[config.mk]
export PLATFORM = sky130hd
export DESIGN_NAME = heater_safety_monitor
export DESIGN_NICKNAME = d
export VERILOG_FILES = /design/src/rtl/hsm_pkg.sv /design/src/rtl/hsm_regs.sv /design/src/rtl/hsm_core.sv /design/src/rtl/heater_safety_monitor.sv
export VERILOG_INCLUDE_DIRS = /design/src /design/src/rtl
export SDC_FILE = /design/constraint.sdc
export NUM_CORES = 2
export LEC_CHECK = 0
export ABC_CLOCK_PERIOD_IN_PS = 13500
export BUFFER_PORTS_ARGS = -buffer_cell sky130_fd_sc_hd__buf_4
export CORE_MARGIN = 1
export CORE_UTILIZATION = 63
export DETAILED_ROUTE_END_ITERATION = 8
export GPL_TIMING_DRIVEN = 0
export PLACE_DENSITY = 0.82
export SLEW_MARGIN = 20
export SYNTH_ARGS = -nofsm -noshare
export SYNTH_HDL_FRONTEND = slang
export SYNTH_SLANG_ARGS = --single-unit
[constraint.sdc]
create_clock -name aclk -period 13.5 [get_ports aclk]
set_input_delay 0.675 -clock aclk [delete_from_list [all_inputs] [get_ports aclk]]
set_output_delay 0.675 -clock aclk [all_outputs]
set_load 0.02 [all_outputs]
[src/rtl/heater_safety_monitor_macros.svh]
// ----------------------------------------------------------------------------
// Heater safety monitor assertion macros
// Shared concurrent assertion forms used by the monitor's modules.
// ----------------------------------------------------------------------------
`ifndef HEATER_SAFETY_MONITOR_MACROS_SVH
`define HEATER_SAFETY_MONITOR_MACROS_SVH

// The consequent must hold in the same cycle as the antecedent.
`define HSM_ASSERT_SAME(label, clk, rstn, ante, cons, msg) \
    label: assert property (@(posedge clk) disable iff (!rstn) (ante) |-> (cons)) \
        else $error(msg);

// The consequent must hold in the cycle after the antecedent.
`define HSM_ASSERT_NEXT(label, clk, rstn, ante, cons, msg) \
    label: assert property (@(posedge clk) disable iff (!rstn) (ante) |=> (cons)) \
        else $error(msg);

`endif

[src/rtl/hsm_pkg.sv]
// ----------------------------------------------------------------------------
// Heater safety monitor package
// Types, codes and constants shared by the monitor's modules.
// ----------------------------------------------------------------------------
package hsm_pkg;

    // Configuration port geometry.
    localparam int APB_ADDR_W = 5;
    localparam int APB_DATA_W = 32;

    // Register indexes (byte address divided by four).
    localparam logic [2:0] REG_OT_MARGIN          = 3'd0;
    localparam logic [2:0] REG_HEATER_MAX_SECONDS = 3'd1;
    localparam logic [2:0] REG_STALE_TIMEOUT      = 3'd2;
    localparam logic [2:0] REG_MISMATCH_LIMIT     = 3'd3;
    localparam logic [2:0] REG_RATE_LIMIT         = 3'd4;

    // Register reset values.
    localparam logic [10:0] OT_MARGIN_RESET          = 11'd80;
    localparam logic [23:0] HEATER_MAX_SECONDS_RESET = 24'd3600;
    localparam logic [15:0] STALE_TIMEOUT_RESET      = 16'd30;
    localparam logic [10:0] MISMATCH_LIMIT_RESET     = 11'd160;
    localparam logic [10:0] RATE_LIMIT_RESET         = 11'd32;

    // Time constants in microseconds.
    localparam logic [19:0] USEC_PER_SEC = 20'd1000000;
    localparam logic [47:0] RATE_MIN_DT  = 48'd100000;

    // Stale threshold: (timeout + 1) seconds, in microseconds, 36 bits.
    localparam int STALE_THRESH_W = 36;
    localparam logic [STALE_THRESH_W-1:0] STALE_THRESH_RESET =
        STALE_THRESH_W'((64'(STALE_TIMEOUT_RESET) + 64'd1) * 64'(USEC_PER_SEC));

    // Sensor plausibility window, -20 to 85 degrees in 1/16 degree.
    localparam logic signed [11:0] RANGE_LOW  = -12'sd320;
    localparam logic signed [11:0] RANGE_HIGH = 12'sd1360;

    // Heater counter saturation value.
    localparam logic [23:0] HEATER_SECONDS_MAX = 24'hFF_FFFF;

    typedef enum logic [1:0] {
        MODE_CHECK   = 2'd0,
        MODE_TICK    = 2'd1,
        MODE_CLEAR   = 2'd2,
        MODE_RESTART = 2'd3
    } hsm_mode_t;

    typedef enum logic [2:0] {
        STATUS_OK       = 3'd0,
        STATUS_WARN     = 3'd1,
        STATUS_OVERTEMP = 3'd2,
        STATUS_SENSOR   = 3'd3,
        STATUS_STALE    = 3'd4,
        STATUS_MISMATCH = 3'd5,
        STATUS_TIMEOUT  = 3'd6
    } hsm_status_t;

    // One input item as held in the input register.
    typedef struct packed {
        logic [1:0]         mode;
        logic signed [11:0] hot_temp;
        logic signed [11:0] cool_temp;
        logic signed [11:0] target_temp;
        logic               heater_active;
        logic [47:0]        now_time;
    } hsm_item_t;

    // Configuration seen by the evaluation logic.
    typedef struct packed {
        logic [10:0]               ot_margin;
        logic [23:0]               heater_max_seconds;
        logic [15:0]               stale_timeout;
        logic [10:0]               mismatch_limit;
        logic [10:0]               rate_limit;
        logic [STALE_THRESH_W-1:0] stale_thresh;
    } hsm_cfg_t;

endpackage

[src/rtl/hsm_regs.sv]
// ----------------------------------------------------------------------------
// Heater safety monitor configuration registers
// APB register file with a registered stale threshold derived from the timeout.
// ----------------------------------------------------------------------------
module hsm_regs (
    input  logic                               aclk,
    input  logic                               aresetn,
    input  logic                               psel,
    input  logic                               penable,
    input  logic                               pwrite,
    input  logic [hsm_pkg::APB_ADDR_W-1:0]     paddr,
    input  logic [hsm_pkg::APB_DATA_W-1:0]     pwdata,
    output logic [hsm_pkg::APB_DATA_W-1:0]     prdata,
    output hsm_pkg::hsm_cfg_t                  cfg
);

    logic [10:0] ot_margin_reg;
    logic [23:0] heater_max_seconds_reg;
    logic [15:0] stale_timeout_reg;
    logic [10:0] mismatch_limit_reg;
    logic [10:0] rate_limit_reg;
    logic [hsm_pkg::STALE_THRESH_W-1:0] stale_thresh_reg;
    logic [hsm_pkg::STALE_THRESH_W-1:0] stale_thresh_next;
    logic [2:0]  reg_index;
    logic        wr_en;

    assign reg_index = paddr[4:2];
    assign wr_en     = psel && penable && pwrite;

    // Register writes on the access cycle.
    always_ff @(posedge aclk) begin
        if (!aresetn) begin
            ot_margin_reg          <= hsm_pkg::OT_MARGIN_RESET;
            heater_max_seconds_reg <= hsm_pkg::HEATER_MAX_SECONDS_RESET;
            stale_timeout_reg      <= hsm_pkg::STALE_TIMEOUT_RESET;
            mismatch_limit_reg     <= hsm_pkg::MISMATCH_LIMIT_RESET;
            rate_limit_reg         <= hsm_pkg::RATE_LIMIT_RESET;
        end else if (wr_en) begin
            case (reg_index)
                hsm_pkg::REG_OT_MARGIN:          ot_margin_reg          <= pwdata[10:0];
                hsm_pkg::REG_HEATER_MAX_SECONDS: heater_max_seconds_reg <= pwdata[23:0];
                hsm_pkg::REG_STALE_TIMEOUT:      stale_timeout_reg      <= pwdata[15:0];
                hsm_pkg::REG_MISMATCH_LIMIT:     mismatch_limit_reg     <= pwdata[10:0];
                hsm_pkg::REG_RATE_LIMIT:         rate_limit_reg         <= pwdata[10:0];
                default: begin
                end
            endcase
        end
    end

    // An age of N whole seconds exceeds the timeout T when the age in
    // microseconds reaches (T + 1) seconds, so the threshold is kept ready.
    assign stale_thresh_next = hsm_pkg::STALE_THRESH_W'(
        (hsm_pkg::STALE_THRESH_W'(stale_timeout_reg) + hsm_pkg::STALE_THRESH_W'(1))
        * hsm_pkg::STALE_THRESH_W'(hsm_pkg::USEC_PER_SEC));

    always_ff @(posedge aclk) begin
        if (!aresetn) begin
            stale_thresh_reg <= hsm_pkg::STALE_THRESH_RESET;
        end else begin
            stale_thresh_reg <= stale_thresh_next;
        end
    end

    // Read back.
    always_comb begin
        case (reg_index)
            hsm_pkg::REG_OT_MARGIN:          prdata = {21'd0, ot_margin_reg};
            hsm_pkg::REG_HEATER_MAX_SECONDS: prdata = {8'd0, heater_max_seconds_reg};
            hsm_pkg::REG_STALE_TIMEOUT:      prdata = {16'd0, stale_timeout_reg};
            hsm_pkg::REG_MISMATCH_LIMIT:     prdata = {21'd0, mismatch_limit_reg};
            hsm_pkg::REG_RATE_LIMIT:         prdata = {21'd0, rate_limit_reg};
            default:                         prdata = '0;
        endcase
    end

    assign cfg.ot_margin          = ot_margin_reg;
    assign cfg.heater_max_seconds = heater_max_seconds_reg;
    assign cfg.stale_timeout      = stale_timeout_reg;
    assign cfg.mismatch_limit     = mismatch_limit_reg;
    assign cfg.rate_limit         = rate_limit_reg;
    assign cfg.stale_thresh       = stale_thresh_reg;

endmodule

[src/rtl/hsm_core.sv]
// ----------------------------------------------------------------------------
// Heater safety monitor evaluation core
// Monitor state and the single-pass check logic for one item.
// ----------------------------------------------------------------------------
`include "heater_safety_monitor_macros.svh"

module hsm_core (
    input  logic                  aclk,
    input  logic                  aresetn,
    input  logic                  fire,
    input  hsm_pkg::hsm_item_t    item,
    input  hsm_pkg::hsm_cfg_t     cfg,
    output hsm_pkg::hsm_status_t  status
);

    logic [23:0]        heater_seconds_reg, heater_seconds_next;
    logic [47:0]        last_pass_time_reg, last_pass_time_next;
    logic signed [11:0] previous_hot_reg, previous_hot_next;
    logic [47:0]        previous_time_reg, previous_time_next;
    logic               previous_valid_reg, previous_valid_next;

    logic               range_fail;
    logic [48:0]        age;
    logic               stale_fail;
    logic signed [12:0] hc_diff;
    logic [11:0]        hc_abs;
    logic               mismatch_fail;
    logic signed [12:0] hp_diff;
    logic [11:0]        hp_abs;
    logic [48:0]        dt_full;
    logic               dt_forward;
    logic [31:0]        rate_lhs;
    logic [41:0]        rate_rhs;
    logic               rate_fail;
    logic signed [13:0] ot_limit;
    logic               over_fail;
    logic               timeout_fail;
    logic signed [12:0] ht_diff;
    logic signed [16:0] ht_ext;
    logic signed [16:0] ht_times10;
    logic [13:0]        off_times7;
    logic               warn;

    // Sensor plausibility window on both zones.
    assign range_fail = (item.hot_temp < hsm_pkg::RANGE_LOW)
                     || (item.hot_temp > hsm_pkg::RANGE_HIGH)
                     || (item.cool_temp < hsm_pkg::RANGE_LOW)
                     || (item.cool_temp > hsm_pkg::RANGE_HIGH);

    // Staleness; a time that has gone backwards is never stale.
    assign age = {1'b0, item.now_time} - {1'b0, last_pass_time_reg};
    assign stale_fail = (cfg.stale_timeout != '0) && !age[48]
                     && (age[47:0] >= {12'd0, cfg.stale_thresh});

    // Hot to cool difference.
    assign hc_diff = $signed({item.hot_temp[11], item.hot_temp})
                   - $signed({item.cool_temp[11], item.cool_temp});
    assign hc_abs  = hc_diff[12] ? 12'(-hc_diff) : hc_diff[11:0];
    assign mismatch_fail = (cfg.mismatch_limit != '0) && (hc_abs > {1'b0, cfg.mismatch_limit});

    // Rate of change. Both readings have passed the range test, so the left
    // side stays below 2^31; an interval of 2^31 us or more can never fail
    // and only its low 31 bits go into the multiplier.
    assign hp_diff = $signed({item.hot_temp[11], item.hot_temp})
                   - $signed({previous_hot_reg[11], previous_hot_reg});
    assign hp_abs  = hp_diff[12] ? 12'(-hp_diff) : hp_diff[11:0];
    assign dt_full = {1'b0, item.now_time} - {1'b0, previous_time_reg};
    assign dt_forward = !dt_full[48] && (dt_full[47:0] > hsm_pkg::RATE_MIN_DT);
    assign rate_lhs = 32'(hp_abs) * 32'(hsm_pkg::USEC_PER_SEC);
    assign rate_rhs = 42'(cfg.rate_limit) * 42'(dt_full[30:0]);
    assign rate_fail = (cfg.rate_limit != '0) && previous_valid_reg && dt_forward
                    && (dt_full[47:31] == '0) && ({10'd0, rate_lhs} > rate_rhs);

    // Overtemperature against setpoint plus margin.
    assign ot_limit  = $signed({{2{item.target_temp[11]}}, item.target_temp})
                     + $signed({3'b000, cfg.ot_margin});
    assign over_fail = $signed({{2{item.hot_temp[11]}}, item.hot_temp}) > ot_limit;

    // Heater on-time limit.
    assign timeout_fail = (cfg.heater_max_seconds != '0)
                       && (heater_seconds_reg >= cfg.heater_max_seconds);

    // Early warning at seven tenths of the margin, compared as 10x against 7x.
    assign ht_diff    = $signed({item.hot_temp[11], item.hot_temp})
                      - $signed({item.target_temp[11], item.target_temp});
    assign ht_ext     = {{4{ht_diff[12]}}, ht_diff};
    assign ht_times10 = (ht_ext <<< 3) + (ht_ext <<< 1);
    assign off_times7 = {cfg.ot_margin, 3'b000} - {3'b000, cfg.ot_margin};
    assign warn       = ht_times10 > $signed({3'b000, off_times7});

    // Status priority and state updates.
    always_comb begin
        status              = hsm_pkg::STATUS_OK;
        heater_seconds_next = heater_seconds_reg;
        last_pass_time_next = last_pass_time_reg;
        previous_hot_next   = previous_hot_reg;
        previous_time_next  = previous_time_reg;
        previous_valid_next = previous_valid_reg;
        case (hsm_pkg::hsm_mode_t'(item.mode))
            hsm_pkg::MODE_CHECK: begin
                if (range_fail) begin
                    status = hsm_pkg::STATUS_SENSOR;
                end else if (stale_fail) begin
                    status = hsm_pkg::STATUS_STALE;
                end else begin
                    last_pass_time_next = item.now_time;
                    if (mismatch_fail) begin
                        status = hsm_pkg::STATUS_MISMATCH;
                    end else if (rate_fail) begin
                        status = hsm_pkg::STATUS_SENSOR;
                    end else begin
                        previous_hot_next   = item.hot_temp;
                        previous_time_next  = item.now_time;
                        previous_valid_next = 1'b1;
                        if (over_fail) begin
                            status = hsm_pkg::STATUS_OVERTEMP;
                        end else if (timeout_fail) begin
                            status = hsm_pkg::STATUS_TIMEOUT;
                        end else if (warn) begin
                            status = hsm_pkg::STATUS_WARN;
                        end
                    end
                end
            end
            hsm_pkg::MODE_TICK: begin
                if (!item.heater_active) begin
                    heater_seconds_next = '0;
                end else if (heater_seconds_reg != hsm_pkg::HEATER_SECONDS_MAX) begin
                    heater_seconds_next = heater_seconds_reg + 24'd1;
                end
            end
            hsm_pkg::MODE_CLEAR: begin
                heater_seconds_next = '0;
            end
            hsm_pkg::MODE_RESTART: begin
                heater_seconds_next = '0;
                last_pass_time_next = item.now_time;
                previous_hot_next   = '0;
                previous_time_next  = '0;
                previous_valid_next = 1'b0;
            end
            default: begin
            end
        endcase
    end

    // Monitor state, updated as an item leaves for the result register.
    always_ff @(posedge aclk) begin
        if (!aresetn) begin
            heater_seconds_reg <= '0;
            last_pass_time_reg <= '0;
            previous_hot_reg   <= '0;
            previous_time_reg  <= '0;
            previous_valid_reg <= 1'b0;
        end else if (fire) begin
            heater_seconds_reg <= heater_seconds_next;
            last_pass_time_reg <= last_pass_time_next;
            previous_hot_reg   <= previous_hot_next;
            previous_time_reg  <= previous_time_next;
            previous_valid_reg <= previous_valid_next;
        end
    end

    // The heater count holds at its ceiling while the heater stays on.
    `HSM_ASSERT_NEXT(a_heater_saturates, aclk, aresetn,
        fire && (item.mode == hsm_pkg::MODE_TICK) && item.heater_active
            && (heater_seconds_reg == hsm_pkg::HEATER_SECONDS_MAX),
        heater_seconds_reg == hsm_pkg::HEATER_SECONDS_MAX,
        "heater count left saturation")

    // A restart drops the previous reading and the heater count.
    `HSM_ASSERT_NEXT(a_restart_clears, aclk, aresetn,
        fire && (item.mode == hsm_pkg::MODE_RESTART),
        !previous_valid_reg && (heater_seconds_reg == '0),
        "restart did not clear monitor state")

endmodule

[src/rtl/heater_safety_monitor.sv]
// ----------------------------------------------------------------------------
// Heater safety monitor
// Two-sensor heater supervisor with an APB configuration port.
// ----------------------------------------------------------------------------
// The monitor accepts one item per clock cycle and returns one status item for
// each, in order: an item is held in the input register and then passes
// through the evaluation logic into the result register. The single
// evaluation stage, which reads and updates the monitor state as each item
// passes, sets that rate; a stalled result stops the input register and then
// the input channel. The stale threshold is registered from the stale timeout
// register and so takes up a written timeout after that register does.
`include "heater_safety_monitor_macros.svh"

module heater_safety_monitor (
    input  logic                           aclk,
    input  logic                           aresetn,
    input  logic                           psel,
    input  logic                           penable,
    input  logic                           pwrite,
    input  logic [hsm_pkg::APB_ADDR_W-1:0] paddr,
    input  logic [hsm_pkg::APB_DATA_W-1:0] pwdata,
    output logic [hsm_pkg::APB_DATA_W-1:0] prdata,
    output logic                           pready,
    input  logic                           s_valid,
    output logic                           s_ready,
    input  logic [1:0]                     s_mode,
    input  logic signed [11:0]             s_hot_temp,
    input  logic signed [11:0]             s_cool_temp,
    input  logic signed [11:0]             s_target_temp,
    input  logic                           s_heater_active,
    input  logic [47:0]                    s_now_time,
    output logic                           m_valid,
    input  logic                           m_ready,
    output logic [2:0]                     m_status
);

    hsm_pkg::hsm_cfg_t     cfg;
    hsm_pkg::hsm_item_t    in_item_reg;
    hsm_pkg::hsm_status_t  status;
    logic                  in_vld_reg, in_vld_next;
    logic                  out_vld_reg, out_vld_next;
    logic [2:0]            out_status_reg;
    logic                  out_free;
    logic                  fire;
    logic                  in_take;

    assign pready = 1'b1;

    hsm_regs u_regs (
        .aclk    (aclk),
        .aresetn (aresetn),
        .psel    (psel),
        .penable (penable),
        .pwrite  (pwrite),
        .paddr   (paddr),
        .pwdata  (pwdata),
        .prdata  (prdata),
        .cfg     (cfg)
    );

    // Handshake: the input register moves on whenever the result register
    // is empty or being emptied.
    assign out_free = !out_vld_reg || m_ready;
    assign fire     = in_vld_reg && out_free;
    assign s_ready  = !in_vld_reg || out_free;
    assign in_take  = s_valid && s_ready;

    assign in_vld_next  = in_take ? 1'b1 : (fire ? 1'b0 : in_vld_reg);
    assign out_vld_next = fire ? 1'b1 : (m_ready ? 1'b0 : out_vld_reg);

    always_ff @(posedge aclk) begin
        if (!aresetn) begin
            in_vld_reg  <= 1'b0;
            out_vld_reg <= 1'b0;
        end else begin
            in_vld_reg  <= in_vld_next;
            out_vld_reg <= out_vld_next;
        end
    end

    // Input register payload.
    always_ff @(posedge aclk) begin
        if (in_take) begin
            in_item_reg.mode          <= s_mode;
            in_item_reg.hot_temp      <= s_hot_temp;
            in_item_reg.cool_temp     <= s_cool_temp;
            in_item_reg.target_temp   <= s_target_temp;
            in_item_reg.heater_active <= s_heater_active;
            in_item_reg.now_time      <= s_now_time;
        end
    end

    hsm_core u_core (
        .aclk    (aclk),
        .aresetn (aresetn),
        .fire    (fire),
        .item    (in_item_reg),
        .cfg     (cfg),
        .status  (status)
    );

    // Result register payload.
    always_ff @(posedge aclk) begin
        if (fire) begin
            out_status_reg <= status;
        end
    end

    assign m_valid  = out_vld_reg;
    assign m_status = out_status_reg;

    // A held item is kept intact while the result side is blocked.
    `HSM_ASSERT_NEXT(a_in_hold, aclk, aresetn,
        in_vld_reg && !out_free,
        in_vld_reg && $stable(in_item_reg),
        "input register lost an item during a stall")

    // Every evaluated item appears as a result in the next cycle.
    `HSM_ASSERT_NEXT(a_result_follows, aclk, aresetn,
        fire,
        out_vld_reg,
        "evaluated item produced no result")

endmodule

Word level (Yosys, flattened, before mapping)
Cells that the tools add are included.
{"block": "totals", "ff_bits": 334, "in_bits": 131, "out_inout_bits": 38}
{"block": "classes", "n_addsub": 12, "n_mul": 3, "order_cmp": 11, "eq_ne": 13, "n_mux": 35, "bitwise": 1, "reduce_logical": 43}
{"cell": "48-bit two-way mux", "count": 6}
{"cell": "48-bit one-hot mux with 2 select lines", "count": 2}
{"cell": "24-bit one-hot mux with 5 select lines", "count": 1}
{"cell": "48-bit by 48-bit subtractor with 49-bit output", "count": 2}
{"cell": "12-bit two-way mux", "count": 6}
{"cell": "48-bit by 36-bit greater-or-equal comparator with 1-bit output", "count": 1}
{"cell": "48-bit by 17-bit greater-than comparator with 1-bit output (second input constant)", "count": 1}
{"cell": "24-bit two-way mux", "count": 2}
{"cell": "24-bit one-hot mux with 2 select lines", "count": 1}
{"cell": "32-bit by 42-bit greater-than comparator with 1-bit output", "count": 1}
{"cell": "11-bit by 31-bit multiplier with 42-bit output", "count": 1}
{"cell": "12-bit by 12-bit subtractor with 13-bit output", "count": 3}
{"cell": "36-bit by 14-bit multiplier with 30-bit output (second input constant)", "count": 1}
{"cell": "12-bit by 14-bit multiplier with 26-bit output (second input constant)", "count": 1}
{"cell": "24-bit by 1-bit adder with 24-bit output (second input constant)", "count": 1}
{"cell": "24-bit greater-or-equal comparator", "count": 1}
{"cell": "12-bit greater-than comparator (second input constant)", "count": 2}
{"cell": "12-bit by 10-bit < comparator with 1-bit output (second input constant)", "count": 2}
{"cell": "24-bit inequality test (second input constant)", "count": 1}
{"cell": "12-bit negation", "count": 2}
{"cell": "12-bit one-hot mux with 2 select lines", "count": 1}
{"cell": "24-bit nonzero test", "count": 1}
{"cell": "11-bit nonzero test", "count": 2}
{"cell": "16-bit by 1-bit adder with 17-bit output (second input constant)", "count": 1}
{"cell": "31 further kinds", "count": 75}

Logic depth before layout (Yosys ltp)
{"block": "depth", "depth_word": 11, "ltp_mapped": 54, "depth_no_buf": 52}

Modules after synthesis
A second synthesis with hierarchy kept.
{"block": "hier_totals", "cells_unflattened": 5110, "area_unflattened_um2": 42779.8}
{"mod": "hsm_core", "n_inst": 1, "cells_per_inst": 4015, "area_per_inst_um2": 31616.6}
{"mod": "hsm_regs", "n_inst": 1, "cells_per_inst": 994, "area_per_inst_um2": 8345.5}
{"mod": "heater_safety_monitor", "n_inst": 1, "cells_per_inst": 101, "area_per_inst_um2": 2817.7}

Worst setup path before layout
No wires, ideal clock.
{"block": "synth_timing", "path_kind": "reg-to-reg", "startpoint": "register in_item_reg[4] (netlist name)", "endpoint": "register u_core.previous_hot_reg[0]", "setup_time_ps": 72, "arrival_ps": 9778, "setup_slack_ps": 3651, "path_stages_with_launch": 45, "path_cell_list": "edfxtp_1 ha_1 a21o_1 or4_1 o22ai_1 o21ai_0 a41oi_1 xnor2_1 clkbuf_1 nand2_1 fa_1 inv_1 fa_1 fa_1 fa_1 inv_1 fa_1 inv_1 (+9 left out) a21oi_1 xor2_1 ha_1 nand4_1 nor4_1 a31oi_1 nand4_1 nor4_1 nand4_1 nor4_1 o2111ai_1 nor4_1 nand4_1 nor4_4 o41ai_4 nand2_4 buf_6 mux2i_1"}
{"block": "synth_via", "elab_chain_cells": 8}
{"item": "start: declaration", "line": "heater_safety_monitor.sv:38", "text": "hsm_pkg::hsm_item_t in_item_reg;"}
{"item": "parallel branches: the longest is 7 deep, another holds 48-bit by 48-bit subtractor with 49-bit output"}
{"item": "6-bit AND reduction (no line) *"}
{"item": "end signal: assignment", "line": "hsm_core.sv:158", "text": "previous_hot_reg <= previous_hot_next;"}
{"item": "end: declaration", "line": "hsm_core.sv:18", "text": "logic signed [11:0] previous_hot_reg, previous_hot_next;"}
Every way passes the cells marked *.
A chain may end at the register's enable or synchronous reset.

Final worst setup path
{"block": "layout_timing", "startpoint": "register in_item_reg[0] (netlist name)", "endpoint": "register u_core.previous_time_reg[36]"}
{"block": "layout_via", "elab_chain_cells": 8}
{"item": "parallel branches: the longest is 7 deep, another holds 48-bit by 48-bit subtractor with 49-bit output"}
{"item": "6-bit AND reduction (no line) *"}
{"item": "end signal: assignment", "line": "hsm_core.sv:159", "text": "previous_time_reg <= previous_time_next;"}
{"item": "end: declaration", "line": "hsm_core.sv:19", "text": "logic [47:0] previous_time_reg, previous_time_next;"}
Marks and branches as above.

==> flow_metrics.py <==
metrics = {
    "layout": {
        "stdcell_area_mm2": 0.0451,
        "final_nets": 6161,
        "layout_common_cells": "inv_1, ha_1, nand2_1, fa_1, a21oi_1",
        "largest_reg_flops": 87,
        "synthToLayoutAreaGrowth_pct": 8.02,
        "fillCellCount": 5222,
        "layout_commonest_cell": "inv_1",
        "drive_gt1_frac": 0.0502,
    },
    "synthesis": {
        "synth_edf_count": 90,
        "muxShareOfSynthArea": 0.0335,
        "ys_types": 87,
        "synth_xor_area_frac": 0.0526,
        "synth_top_family_by_area": "adder cells",
        "synth_area_mm2": 0.0417,
        "ys.flop_type": "dfxtp_1",
        "syn_inst": 4922,
        "async_flop_share": 0,
        "synth_compound_area_frac": 0.139,
        "postSynthAreaPerCell_um2": 8.48,
        "ys_warn_count": 0,
        "synth_seq_area_share": 0.179,
        "ys_seq_elements": 328,
        "synthSimpleGateAreaFrac": 0.171,
        "synthAdderAreaFrac": 0.340,
    },
    "grt": {
        "grt_pass1_vias": 35200,
        "grt_first_pass_wirelength_um": 180000,
        "use_met1": 0.431,
        "grt_usage": 0.332,
        "use_met2": 0.556,
        "antenna_found_initial": 0,
        "grt_start_max_net_pins": 48,
        "grt-ovfl-total": 0,
        "grt.met3_usage": 0.0399,
        "busiest_layer": "met2",
    },
    "placed_design": {
        "dp_hpwl_um": 90300,
        "port_buffers": 148,
        "gp_congestion": 0.947,
        "placed_area_mm2": 0.0440,
    },
    "setup_path": {
        "crit_path_max_incr_delay_ns": 0.65,
        "worstPathArrival_ns": 13.31,
        "cp_slowest_cell": "nor4_4",
        "path_max_fanout": 10,
        "cp-end-kind": "flop",
        "required_ns": 13.94,
        "worst-path-buf-inv": 7,
        "cpMostUsedCell": "fa_1",
        "worstSetupPathType": "flop to flop",
        "startpoint_type": "flop",
        "cpLargestDelayFamily": "adder cells",
    },
    "timing": {
        "finalSetupViolations": 0,
        "worst_slew_pin_slew_ns": 1.14,
        "whs_ns": 0.307,
        "slew_violations": 0,
        "fin_crit_ns": 12.87,
        "period_share": 0.953,
        "slew_headroom": 0.234,
        "fmax_mhz": 77.7,
        "skew_ns": 0.0281,
        "finalSetupTns_ns": 0,
        "rsz0062_at_grt": "false",
        "hold_viol_final": 0,
    },
    "run": {
        "drv_cap": 0,
    },
    "clock_tree": {
        "cts_resized": 0,
        "cts_max_level": 2,
        "numCtsBuffers": 34,
        "postCtsSetupBuffers": 0,
        "cts_num_sinks": 328,
        "cts_tree": "done",
        "hold_buffers": 0,
        "clock_path_buffers": 3,
        "clkLatencyLatePin_ns": 0.54,
        "clkTransAtPathRegs_ns": 0.07,
        "cts_root_buf": "clkbuf_16",
    },
    "power": {
        "power.leakage_nw": 21.2,
        "p_per_area_mw_per_mm2": 136,
        "ir_drop_v": 0.000357,
    },
    "die": {
        "fp.dieH_um": 259,
        "core_area_mm2": 0.0649,
        "start_util": 0.643,
        "pin_count": 169,
        "fp.dieW_um": 259,
        "rows": 93,
        "dieArea_mm2": 0.0673,
    },
    "routing": {
        "drt_iter0_drc": 2777,
        "post-route-drc-count": 0,
        "ant_nets": 0,
        "dr.pass1.iters": 6,
        "vias_per_cell": 5.91,
        "wl_um": 111000,
        "vias": 35400,
        "wl_per_cell_um": 18.5,
    },
    "outcome": {
        "status": "completed",
    },
    "worst_hold_path": {
        "hp-class": "primary input to flop",
    },
}
[final timing paths]
| check | cells past startpoint | end | slack [ns] | startpoint |
|---|---|---|---|---|
| hold / removal | 1 | in_item_reg[60] | 0.31 | s_target_temp[11] |
| setup / recovery | 46 | u_core.previous_time_reg[36] | 0.63 | in_item_reg[0] |
| setup reg to reg | 46 | u_core.previous_time_reg[36] | 0.63 | in_item_reg[0] |
| hold reg to reg | 2 | u_core.previous_time_reg[3] | 0.46 | u_core.previous_time_reg[3] |
[where the power goes]
group | internal [mW] | switching (mW) | total (mW)
clock | 0.538 | 0.409 | 0.947
combinational | 1.77 | 2.31 | 4.09
sequential | 1.05 | 0.0383 | 1.09
total | 3.37 | 2.76 | 6.13
[routing by layer]
layer	wire length, um	share of wire
met1	45800	0.41
met5	0	0
met2	51500	0.47
met4	5330	0.048
met3	8010	0.072
[metrics by stage]
| step | utilization | power (mW) | setup WS [ns] | instances |
|---|---|---|---|---|
| 2_1_floorplan | - | 4.27 | 3.65 | 4929 |
| 3_3_place_gp | 0.677 | 5.02 | 1.01 | 5932 |
| 6_report | 0.694 | 6.13 | 0.630 | 5996 |
| 4_1_cts | 0.694 | 6.13 | 0.801 | 5994 |
| 5_1_grt | 0.694 | 6.82 | 0.184 | 5994 |
| 3_5_place_dp | 0.677 | 5.18 | 0.894 | 5933 |
[area by class of cell]
class,count,area (um2),area share
well taps,855,1070,0.0237
multi-input cells,3679,30700,0.682
repair buffers,149,1140,0.0253
flip-flops and latches,328,7470,0.166
diodes,2,5.00,0.000111
clock inverters,15,114,0.00253
clock buffers,46,990,0.0220
inverters,711,2670,0.0592
plain buffers,211,883,0.0196
[synth_stat cells (54+ instances only)]
| cell type | count | share of area |
|---|---|---|
| nand3_1 | 75 | 0.0090 |
| and2_1 | 148 | 0.022 |
| fa_1 | 361 | 0.17 |
| inv_1 | 711 | 0.064 |
| edfxtp_1 | 90 | 0.065 |
| nor2b_1 | 62 | 0.0093 |
| ha_1 | 555 | 0.17 |
| nor2_1 | 267 | 0.024 |
| mux2i_1 | 126 | 0.030 |
| a21o_1 | 125 | 0.022 |
| nand4_1 | 71 | 0.011 |
| o21ai_0 | 140 | 0.017 |
| o21a_1 | 54 | 0.0097 |
| xor2_1 | 98 | 0.021 |
| dfxtp_1 | 238 | 0.11 |
| a21oi_1 | 300 | 0.036 |
| nand3b_1 | 61 | 0.011 |
| clkbuf_1 | 181 | 0.016 |
| xnor2_1 | 150 | 0.031 |
| nand2_1 | 551 | 0.050 |
[cell families (layout without fill, tap and decap cells)]
| logic type | count (synthesis) | count (layout) |
|---|---|---|
| fa+ha+maj | 916 | 916 |
| other cells | 2 | 11 |
| flops | 328 | 328 |
| simple gates | 1466 | 1466 |
| mux | 138 | 138 |
| xor+xnor | 249 | 249 |
| compound gates | 901 | 901 |
| buf+inv | 922 | 1132 |
Note: power is estimated with default switching activity, not from simulation.
